--- src/sv/pcm_pkg.sv ---
package pcm_pkg;

  localparam int MAX_ENTRIES_DEF = 256;
  localparam int FRAC_BITS_DEF   = 16;

  localparam int POS_W      = 32;
  localparam int CHAN_W     = 8;
  localparam int COLOR_W    = 3 * CHAN_W;
  localparam int INDEX_W    = 8;
  localparam int COUNT_W    = 9;
  localparam int MODE_W     = 2;
  localparam int CFG_IDX_W  = 2;
  localparam int CFG_DATA_W = 9;

  localparam logic [CFG_IDX_W-1:0] REG_MODE        = 2'd0;
  localparam logic [CFG_IDX_W-1:0] REG_ENTRY_COUNT = 2'd1;

  localparam logic OP_LOOKUP = 1'b0;
  localparam logic OP_WRITE  = 1'b1;

  typedef enum logic [MODE_W-1:0] {
    MODE_CONT_CLAMP = 2'd0,
    MODE_CONT_WRAP  = 2'd1,
    MODE_DISC_CLAMP = 2'd2,
    MODE_DISC_WRAP  = 2'd3
  } mode_t;

  typedef enum logic [2:0] {
    ST_IDLE,
    ST_PREP,
    ST_DIV,
    ST_ADDR,
    ST_READ,
    ST_BLEND
  } state_t;

  typedef struct packed {
    logic busy;
    logic done;
  } div_stat_t;

endpackage

--- src/sv/pcm_mod_unit.sv ---
// Restoring remainder, one dividend bit per cycle.
module pcm_mod_unit #(
  parameter int DIVIDEND_W = pcm_pkg::POS_W - pcm_pkg::FRAC_BITS_DEF,
  parameter int DIVISOR_W  = pcm_pkg::COUNT_W
) (
  input  logic                  clk,
  input  logic                  rst,
  input  logic                  start,
  input  logic [DIVIDEND_W-1:0] dividend,
  input  logic [DIVISOR_W-1:0]  divisor,
  output pcm_pkg::div_stat_t    stat,
  output logic [DIVISOR_W-1:0]  remainder
);

  localparam int CNT_W = $clog2(DIVIDEND_W + 1);

  logic                  busy;
  logic                  done;
  logic [CNT_W-1:0]      cnt;
  logic [DIVIDEND_W-1:0] shift;
  logic [DIVISOR_W-1:0]  rem;
  logic [DIVISOR_W:0]    trial;
  logic [DIVISOR_W:0]    trial_sub;
  logic [DIVISOR_W-1:0]  rem_next;

  // Remainder stays below the divisor, so trial stays below twice it.
  assign trial     = {rem, shift[DIVIDEND_W-1]};
  assign trial_sub = trial - {1'b0, divisor};
  assign rem_next  = (trial >= {1'b0, divisor}) ? trial_sub[DIVISOR_W-1:0]
                                                : trial[DIVISOR_W-1:0];

  always_ff @(posedge clk) begin
    if (rst) begin
      busy <= 1'b0;
      done <= 1'b0;
      cnt  <= '0;
    end else begin
      done <= 1'b0;
      if (start) begin
        busy <= 1'b1;
        cnt  <= CNT_W'(DIVIDEND_W);
      end else if (busy) begin
        cnt <= cnt - CNT_W'(1);
        if (cnt == CNT_W'(1)) begin
          busy <= 1'b0;
          done <= 1'b1;
        end
      end
    end
  end

  always_ff @(posedge clk) begin
    if (start) begin
      shift <= dividend;
      rem   <= '0;
    end else if (busy) begin
      shift <= shift << 1;
      rem   <= rem_next;
    end
  end

  assign stat.busy = busy;
  assign stat.done = done;
  assign remainder = rem;

endmodule

--- config.mk ---
export PLATFORM = sky130hd
export DESIGN_NAME = pcm_mod_unit
export DESIGN_NICKNAME = d
export VERILOG_FILES = /design/src/sv/pcm_pkg.sv /design/src/sv/pcm_mod_unit.sv
export SDC_FILE = /design/constraint.sdc
export NUM_CORES = 1
export LEC_CHECK = 0
export BUFFER_PORTS_ARGS = -buffer_cell sky130_fd_sc_hd__buf_4
export CAP_MARGIN = 0
export CORE_ASPECT_RATIO = 1.5
export CORE_MARGIN = 10
export CORE_UTILIZATION = 45
export CTS_BUF_LIST = sky130_fd_sc_hd__clkbuf_8
export CTS_CLUSTER_DIAMETER = 150
export DETAILED_ROUTE_END_ITERATION = 6
export PLACE_DENSITY = 0.76
export RECOVER_POWER = 100
export SLEW_MARGIN = 15
export SYNTH_ARGS = -nofsm -noshare
export SYNTH_HDL_FRONTEND = slang
export SYNTH_SLANG_ARGS = --single-unit
export TNS_END_PERCENT = 10
--- constraint.sdc ---
create_clock -name clk -period 5.6 [get_ports clk]
set_input_delay 0.28 -clock clk [delete_from_list [all_inputs] [get_ports clk]]
set_output_delay 0.28 -clock clk [all_outputs]
set_load 0.03 [all_outputs]
==> run summary <==
Largest cells by area after synthesis -> edfxtp_1 (26%), dfxtp_1 (17%), mux2_2 (9.6%)
Die ar. -> 7207 sq um
Crit path max fanout -> 6
Post-CTS Setup Bufs -> 0
Synthesized cell area -> 1877 sq um
Post-synthesis adder-cell area fraction -> 0.08400
Die Height -> 99.10 microns
Final Worst Setup Slack -> 2984 ps
DP Wirelength -> 3075 microns
# hold bufs at CTS -> 0
Simple-gate area share of the yosys netlist -> 0.1433
Netlist cell types -> 41
Internal power -> 453.6 uW
Post-route minimum period -> 2616 ps
Synthesized Nets -> 217
Drt pass-1 iters -> 4
Sequential share of power -> 0.445
Lkg Pwr -> 0.0009202 uW
Most common flop cell mapped by yosys -> edfxtp_1
Final setup skew -> 4.430 ps
Synthesized flop and latch total -> 32
Count leader, synth -> nor2_1
Inserted Diodes -> 0
WP data arrival -> 2790 ps
Worst-path clk slew -> 60 ps
Crit end category -> flop
Switching share of power -> 0.2895
DR vias/cell -> 5.554
Initial Util -> 0.4699
Iteration-0 DRC Markers -> 66
H-tree Lvls -> 2
Sequential share of the synthesized area -> 0.4267
First-pass GRT wire length -> 6975 microns
Total Routed Length -> 4040 microns
Port-buffer cells -> 38
Setup TNS -> 0 ps
Required time worst endpoint -> 5770 ps
Synth warn -> 0
Drt wl/cell -> 15.54 microns
Die width -> 72.73 microns
PostCTS Resize Cnt -> 0
Slew margin rel. -> 0.006767
Cell row count -> 28
Post-synthesis mux area share -> 0.1227
Final setup fails -> 0
Outcome -> finished, violations left
HP Class -> primary input to flop
Routability cong. -> 0.8351
Setup crit start kind -> flop
Max Root-Sink Buffers -> 2
DP Worst Slack -> 3109 ps
Num Clock Sinks -> 32
Combinational share of power -> 0.256
Final net count -> 254
Syn avg cell area -> 10.60 sq um
# Max-Cap Violations -> 1
Total CTS buffers -> 5
Congestion Overflow GR -> 0
Clk_lat worst skew -> 280 ps
NetSw -> 184.8 uW
Num ports -> 39
Routed vias -> 1444
Violated checks -> capacitance limit
Clock Root Buffer -> clkbuf_8
Core Region -> 3994 sq um
Max Freq -> 382.3 MHz
Synth Area in XOR/XNOR -> 0.03733
Fin. max-slew vios -> 0
Worst Max-Slew Pin Slew -> 1490 ps
Combinational family with the most area after synthesis -> simple AND/OR/NAND/NOR gates
RSZ-0062 raised after global routing -> no
Compound-gate portion of the synthesized area -> 0.1380
Post-route ant nets -> 0
Post-synth top area cell -> edfxtp_1
CTS tree -> yes
GRT Total Usage -> 0.1194
Worst VDD drop -> 0.0001630 V
Drt drc -> 0
Post-route clock period utilization -> 0.4671
Fill count -> 370
Number of enable flip-flop cells after synthesis -> 16
WS Path Type -> flop to flop
Initial antenna violation count -> 0
Hold Fails Final Rpt -> 0
Post-synth top area share -> 0.2560
Syn Inst Count -> 177
Clock power frac -> 0.298
Cell Pwr Density -> 286.5 nW/um^2
Top cells by count, synth -> nor2_1 (18), dfxtp_1 (16), edfxtp_1 (16), mux2_2 (16), inv_1 (13)
Number of global-route vias before repair -> 1479
Ys async rst share -> 0
Layout area overhead -> 18.73%
Reg2reg setup slack -> 2980 ps
Tot Pwr -> 638.4 uW
Share of cells above drive strength 1 -> 0.2512
Largest net degree at the start of global routing -> 34
[stage by stage]
step             util  cell area, sq um  std cells  hold WS (ps)
6_report       0.5580              2228        260         219.8
5_1_grt        0.5580              2228        260         217.8
4_1_cts        0.5721              2285        260         213.2
3_5_place_dp   0.5470              2185        252         510.8
3_3_place_gp   0.5470              2185        252         488.7
2_1_floorplan       -              1877        177         352.4
[critical path, stage by stage (launching register included)]
cell      delay (ps)
edfxtp_1         400
inv_1             70
ha_1             150
inv_1             50
fa_1             400
a211oi_1         410
o21a_1           270
o211ai_1         290
mux2i_1          220
a211oi_1         260
[worst paths after layout]
path	cells past startpoint	from	end
worst max-delay path	9	shift[15]	remainder[6]
worst min-delay path	2	rst	busy
worst max register to register	9	shift[15]	remainder[6]
worst min register to register	2	cnt[1]	cnt[1]
[registers in the layout, indices dropped and copies added (netlist names)]
register	cells
cnt	5
done	1
busy	1
remainder	9
shift	16
[layout make-up]
type,count,area (sq um),share of cell area
sequential,32,800.8,0.3593
timing repair buffer,39,247.7,0.1112
multi-input combinational,123,974.7,0.4374
tap,45,56.30,0.02527
inverter,13,48.80,0.02190
clock inverter,1,3.754,0.001684
clock buffer,7,96.34,0.04323
[layer usage]
metal,global-route usage,up-vias,routed length (microns)
met2,0.2035,40,2105
met4,0.06012,0,93
met1,0.1231,676,1565
met5,0,-,0
li1,-,719,-
met3,0.04478,9,276
[cells in the final DEF, fill, tap and decap left out, types with 4 or more instances in the layout]
| cell type | instances |
|---|---|
| mux2i_1 | 5 |
| xor2_1 | 5 |
| a311oi_1 | 4 |
| a21oi_1 | 7 |
| nor3_1 | 4 |
| edfxtp_1 | 16 |
| mux2_2 | 16 |
| o211ai_1 | 4 |
| a211oi_1 | 8 |
| clkbuf_1 | 12 |
| dfxtp_1 | 16 |
| nor2_1 | 18 |
| clkbuf_8 | 7 |
| nand2b_1 | 4 |
| inv_1 | 14 |
| nand2_1 | 6 |
| buf_4 | 27 |
| ha_1 | 11 |
[kinds of logic after synthesis]
group / count (synthesis)
mux: 21
xor+xnor: 8
fa+ha+maj: 12
flops: 32
buf+inv: 22
simple gates: 48
compound gates: 34
[power by group through the flow]
stage          combinational [uW]  sequential (uW)  clock (uW)
3_3_place_gp                  169              289           0
2_1_floorplan                 112              297           0
5_1_grt                       184              287         209
4_1_cts                       172              284         200
6_report                      164              284         191
3_5_place_dp                  171              289           0
No activity file was read; power rests on OpenSTA's default activity.
