`src/sv/pcm_pkg.sv`:
```
package pcm_pkg;

  localparam int MAX_ENTRIES_DEF = 256;
  localparam int FRAC_BITS_DEF   = 16;

  localparam int POS_W      = 32;
  localparam int CHAN_W     = 8;
  localparam int COLOR_W    = 3 * CHAN_W;
  localparam int INDEX_W    = 8;
  localparam int COUNT_W    = 9;
  localparam int MODE_W     = 2;
  localparam int CFG_IDX_W  = 2;
  localparam int CFG_DATA_W = 9;

  localparam logic [CFG_IDX_W-1:0] REG_MODE        = 2'd0;
  localparam logic [CFG_IDX_W-1:0] REG_ENTRY_COUNT = 2'd1;

  localparam logic OP_LOOKUP = 1'b0;
  localparam logic OP_WRITE  = 1'b1;

  typedef enum logic [MODE_W-1:0] {
    MODE_CONT_CLAMP = 2'd0,
    MODE_CONT_WRAP  = 2'd1,
    MODE_DISC_CLAMP = 2'd2,
    MODE_DISC_WRAP  = 2'd3
  } mode_t;

  typedef enum logic [2:0] {
    ST_IDLE,
    ST_PREP,
    ST_DIV,
    ST_ADDR,
    ST_READ,
    ST_BLEND
  } state_t;

  typedef struct packed {
    logic busy;
    logic done;
  } div_stat_t;

endpackage

```
`src/sv/pcm_blend.sv`:
```
// Per channel: c0 + (c1 - c0) * alpha, rounded half up.
module pcm_blend #(
  parameter int FRAC_BITS = pcm_pkg::FRAC_BITS_DEF
) (
  input  logic [pcm_pkg::COLOR_W-1:0] c0,
  input  logic [pcm_pkg::COLOR_W-1:0] c1,
  input  logic [FRAC_BITS:0]          alpha,
  output logic [pcm_pkg::COLOR_W-1:0] color
);

  localparam int CW = pcm_pkg::CHAN_W;
  localparam int PW = FRAC_BITS + CW + 3;
  localparam logic signed [PW-1:0] HALF = PW'(1) << (FRAC_BITS - 1);

  logic signed [FRAC_BITS+1:0] alpha_s;

  assign alpha_s = $signed({1'b0, alpha});

  for (genvar ch = 0; ch < 3; ch++) begin : g_lane
    logic [CW-1:0]        a;
    logic [CW-1:0]        b;
    logic signed [CW:0]   diff;
    logic signed [PW-1:0] base_term;
    logic signed [PW-1:0] prod;
    logic signed [PW-1:0] acc;

    assign a         = c0[ch*CW +: CW];
    assign b         = c1[ch*CW +: CW];
    assign diff      = $signed({1'b0, b}) - $signed({1'b0, a});
    assign base_term = $signed(PW'({a, {FRAC_BITS{1'b0}}}));
    assign prod      = PW'(diff) * PW'(alpha_s);
    assign acc       = base_term + prod + HALF;
    assign color[ch*CW +: CW] = acc[FRAC_BITS +: CW];
  end

endmodule

```
`config.mk`:
```
export PLATFORM = sky130hd
export DESIGN_NAME = pcm_blend
export DESIGN_NICKNAME = d
export VERILOG_FILES = /design/src/sv/pcm_pkg.sv /design/src/sv/pcm_blend.sv
export SDC_FILE = /design/constraint.sdc
export NUM_CORES = 1
export LEC_CHECK = 0
export BUFFER_PORTS_ARGS = -buffer_cell sky130_fd_sc_hd__buf_4
export CAP_MARGIN = 20
export CORE_AREA = 4 4 225 139
export DETAILED_ROUTE_END_ITERATION = 6
export DIE_AREA = 0 0 229 143
export PLACE_DENSITY = 0.67
export SYNTH_ARGS = -nofsm -noshare
export SYNTH_HDL_FRONTEND = slang
export SYNTH_SLANG_ARGS = --single-unit
export TNS_END_PERCENT = 20
```
`constraint.sdc`:
```
create_clock -name vclk -period 10.3
set_input_delay 1.545 -clock vclk [all_inputs]
set_output_delay 1.545 -clock vclk [all_outputs]
set_load 0.05 [all_outputs]
```
==> run_results.csv, run 1 <==
group,metric,value,unit
outcome,outcome,"finished clean",
critical_path,critPathMaxFanout,17,
cells_and_area,nFlopsAndLatches,0,
logic_synthesis,syn_area_per_cell,9.011,um2
global_routing,grt_pass1_wl,57510,um
logic_synthesis,synth_area_leader_cell,"fa_1",
cells_and_area,layout.nets,2227,
global_routing,grt_start_max_net_pins,28,
logic_synthesis,netlist_instances,1608,
job,maxCapViolations,0,
placed_design,port_buffers,89,
critical_path,crit_top_cell,"fa_1",
cells_and_area,regArea,0,um2
global_routing,antenna_found_initial,0,
hold_path,min_path_type,"in2out",
logic_synthesis,yosysSeqAreaShare,0,%
global_routing,overflow,0,
cells_and_area,clkbuf_count,0,
placed_design,routabilityCongestion,0.8221,
sta,tightest_slew,0.8141,ns
logic_synthesis,syn_area,14490,um2
logic_synthesis,ys_types,55,
route,first_pass_iters,5,
floorplan,die_area,32750,um2
route,drt-initial-drc-count,579,
clock_tree,cts_resized,0,
sta,min_period_over_period,95.57,%
sta,drv_slew,0,
clock_tree,cts_setup_buffers,0,
sta,finalSetupTns,0,ns
critical_path,critPathSlowestCell,"fa_1",
floorplan,fp-row-count,49,
route,drtAntennaViolNets,0,
sta,min_period,9.843,ns
cells_and_area,multi_input_area,12940,um2
route,wl,33770,um
logic_synthesis,yosysWarningCount,0,
sta,rsz0062_at_grt,"no",
sta,hold_viol_final,0,
cells_and_area,drive_gt1_share,9.386,%
sta,maxSlewHeadroom,45.67,%
floorplan,die_w,229,um
critical_path,worstPathRequired,8.76,ns
critical_path,end_kind,"primary output",
floorplan,start_util,49.24,%
route,viasPerCell,5.078,
global_routing,first_global_vias,11040,
critical_path,path_class,"in2out",
logic_synthesis,yosys.area.top_type_share,46.84,%
sta,max_freq,101.6,MHz
cells_and_area,final_util,53.12,%
sta,finalSetupViolations,0,
floorplan,dieHeight,143,um
route,drc,0,
route,detail_route.wl_per_cell,16.51,um
critical_path,worstPathArrival,8.30,ns
floorplan,pin_count,89,
global_routing,grtUsageTotal,21.41,%
floorplan,coreArea,29430,um2
route,dr_total_vias,10380,
logic_synthesis,ys_top_cells_by_area,"fa_1 (47%), ha_1 (14%), inv_1 (9.2%)",
clock_tree,hold_buffers,0,
logic_synthesis,synth_fp_nets,2171,
cells_and_area,area_delta_synth_final,7.884,%
placed_design,dp.final_hpwl,26850,um
critical_path,worstSetupStartpointType,"input port",
cells_and_area,fillers,2728,
sta,timing.hold.ws,3.795,ns
critical_path,max_stage_delay,0.52,ns
-- worst max-delay path: cells and delay by family --
family / cells / cell delay [ns]
fa+ha+maj: 8 / 3.24
simple gates: 5 / 1.28
compound gates: 5 / 1.17
buf+inv: 6 / 0.75
xor+xnor: 2 / 0.28
-- metrics by stage --
step,std cells,setup slack (ns),instance area [um2]
detailed placement,2044,0.1555,15600
floorplan,1608,0.6603,14490
global placement,2044,0.3956,15600
global route,2044,0.1018,15630
CTS,2044,0.1383,15600
finish,2045,0.4568,15630
-- worst paths after layout --
path                  startpoint         to  slack, ns  cells after the start
worst min-delay path      c0[10]  color[10]       3.80                      5
worst max-delay path       c0[8]  color[14]       0.46                     26
-- routing by layer --
layer	share of wire, %	global-route usage (%)
met1	52	35.19
met2	43	33.13
met3	4.6	0.8971
met4	0.24	0.8637
met5	0	0
-- kinds of logic after synthesis --
| family | Yosys count | share of synthesized area (%) |
|---|---|---|
| AO/OA/AOI/OAI | 82 | 4.084 |
| XOR/XNOR | 56 | 3.532 |
| AND/OR/NAND/NOR | 552 | 20.87 |
| buffers and inverters | 419 | 10.88 |
| multiplexers | 1 | 0.06908 |
| adder cells (fa/ha/maj) | 498 | 60.56 |
-- layout make-up --
class	instances	area share (%)
inverter	357	8.572
timing repair buffer	116	5.571
multi-input combinational	1189	82.78
antenna	1	0.01601
tap	382	3.057
-- Yosys cell counts (3+ instances only) --
cell type / number
o31ai_1: 3
nand2_1: 124
ha_1: 159
o21a_1: 9
a21boi_0: 5
o211ai_1: 3
o21ai_0: 13
and2_1: 201
nand3_1: 8
clkbuf_1: 59
inv_1: 357
or3_1: 6
nor3_1: 16
a21oi_1: 17
a21o_1: 7
xnor2_1: 40
nand2b_1: 92
nor2b_1: 13
fa_1: 339
or2_2: 19
buf_2: 3
a211oi_1: 6
a21oi_2: 4
xor2_1: 14
nor2_1: 54
-- placed cells by master (no fill, tap or decap), types with 5 or more instances in the layout --
cell type	count
nand2_1	124
nand2b_1	92
nand3_1	8
and2_1	201
ha_1	159
xor2_1	13
nor3_1	16
or2_2	19
a21oi_1	17
o21ai_0	13
xnor2_1	38
buf_4	116
fa_1	339
inv_1	357
a21o_1	7
or3_1	6
a211oi_1	6
nor2b_1	13
a21boi_0	5
o21a_1	9
nor2_1	54
==> run 2, diff against run 1 <==
- REMOVE_ABC_BUFFERS: default -> 1
==> run_results.csv, run 2 (synthesized netlist as in run 1, its figures left out) <==
group,metric,value,unit
outcome,outcome,"finished clean",
route,drc,0,
floorplan,coreArea,29430,um2
critical_path,critPathMaxFanout,4,
critical_path,max_stage_delay,0.52,ns
sta,max_freq,100.9,MHz
floorplan,pin_count,89,
critical_path,path_class,"in2out",
cells_and_area,final_util,53.00,%
placed_design,port_buffers,89,
floorplan,fp-row-count,49,
critical_path,end_kind,"primary output",
route,drtAntennaViolNets,0,
cells_and_area,layout.nets,2223,
sta,min_period_over_period,96.22,%
global_routing,grt_pass1_wl,58460,um
sta,setup_slack,0.3890,ns
route,detail_route.wl_per_cell,16.45,um
global_routing,grt_start_max_net_pins,28,
clock_tree,cts_setup_buffers,0,
sta,finalSetupViolations,0,
floorplan,start_util,49.24,%
cells_and_area,drive_gt1_share,9.107,%
sta,tightest_slew,0.9722,ns
critical_path,cp_top_family,"adder cells",
job,maxCapViolations,0,
critical_path,worstSetupStartpointType,"input port",
route,first_pass_iters,5,
floorplan,die_area,32750,um2
sta,hold_viol_final,0,
route,wl,33570,um
hold_path,min_path_type,"in2out",
cells_and_area,fillers,2762,
sta,min_period,9.911,ns
placed_design,dp_slack,0.4367,ns
cells_and_area,clkbuf_count,0,
route,viasPerCell,5.109,
placed_design,place_inst,2040,
cells_and_area,layout_common_cells,"inv_1 (357), fa_1 (339), and2_1 (201), ha_1 (159), nand2_1 (124)",
global_routing,first_global_vias,11560,
global_routing,grtUsageTotal,21.63,%
sta,drv_slew,0,
critical_path,crit_top_cell,"fa_1",
floorplan,dieHeight,143,um
cells_and_area,nFlopsAndLatches,0,
critical_path,critPathSlowestCell,"fa_1",
cells_and_area,multi_input_area,12940,um2
cells_and_area,regArea,0,um2
route,drt-initial-drc-count,488,
placed_design,routabilityCongestion,0.8053,
route,dr_total_vias,10430,
critical_path,worstPathRequired,8.76,ns
global_routing,antenna_found_initial,0,
cells_and_area,area_delta_synth_final,7.642,%
floorplan,die_w,229,um
global_routing,overflow,0,
cells_and_area,layout_commonest_cell,"inv_1",
placed_design,dp.final_hpwl,26420,um
critical_path,path_buf_inv,5,
cells_and_area,final_cells,2041,
sta,maxSlewHeadroom,35.13,%
sta,rsz0062_at_grt,"no",
sta,finalSetupTns,0,ns
critical_path,worstPathArrival,8.37,ns
-- run 2: area by class of cell --
| cell class | count | share of cell area (%) |
|---|---|---|
| Multi-Input combinational cell | 1189 | 82.94 |
| Inverter | 357 | 8.591 |
| Tap cell | 382 | 3.064 |
| Antenna cell | 1 | 0.01604 |
| Timing Repair Buffer | 112 | 5.391 |
-- run 2: layer usage --
| metal | global-route usage (%) | wire length, um |
|---|---|---|
| met1 | 34.29 | 17340 |
| met4 | 0.9917 | 129 |
| met5 | 0 | 0 |
| met2 | 34.51 | 14890 |
| met3 | 1.535 | 1214 |
-- run 2: through the flow --
stage               cell area (um2)  hold WS [ns]
detailed placement            15580         3.776
global route                  15600         3.810
floorplan                     14250         3.581
finish                        15600         3.781
global placement              15580         3.778
CTS                           15580         3.776
-- run 2: worst paths after layout --
path,slack (ns),endpoint,cells past startpoint,from
hold / removal,3.78,color[10],5,c0[10]
setup / recovery,0.39,color[23],27,c0[16]
-- run 2: repair_timing --
| action | in CTS | in global routing |
|---|---|---|
| setup endpoints to repair | 0 | 2 |
| resized for setup | 0 | 2 |
| hold buffers | 0 | 0 |
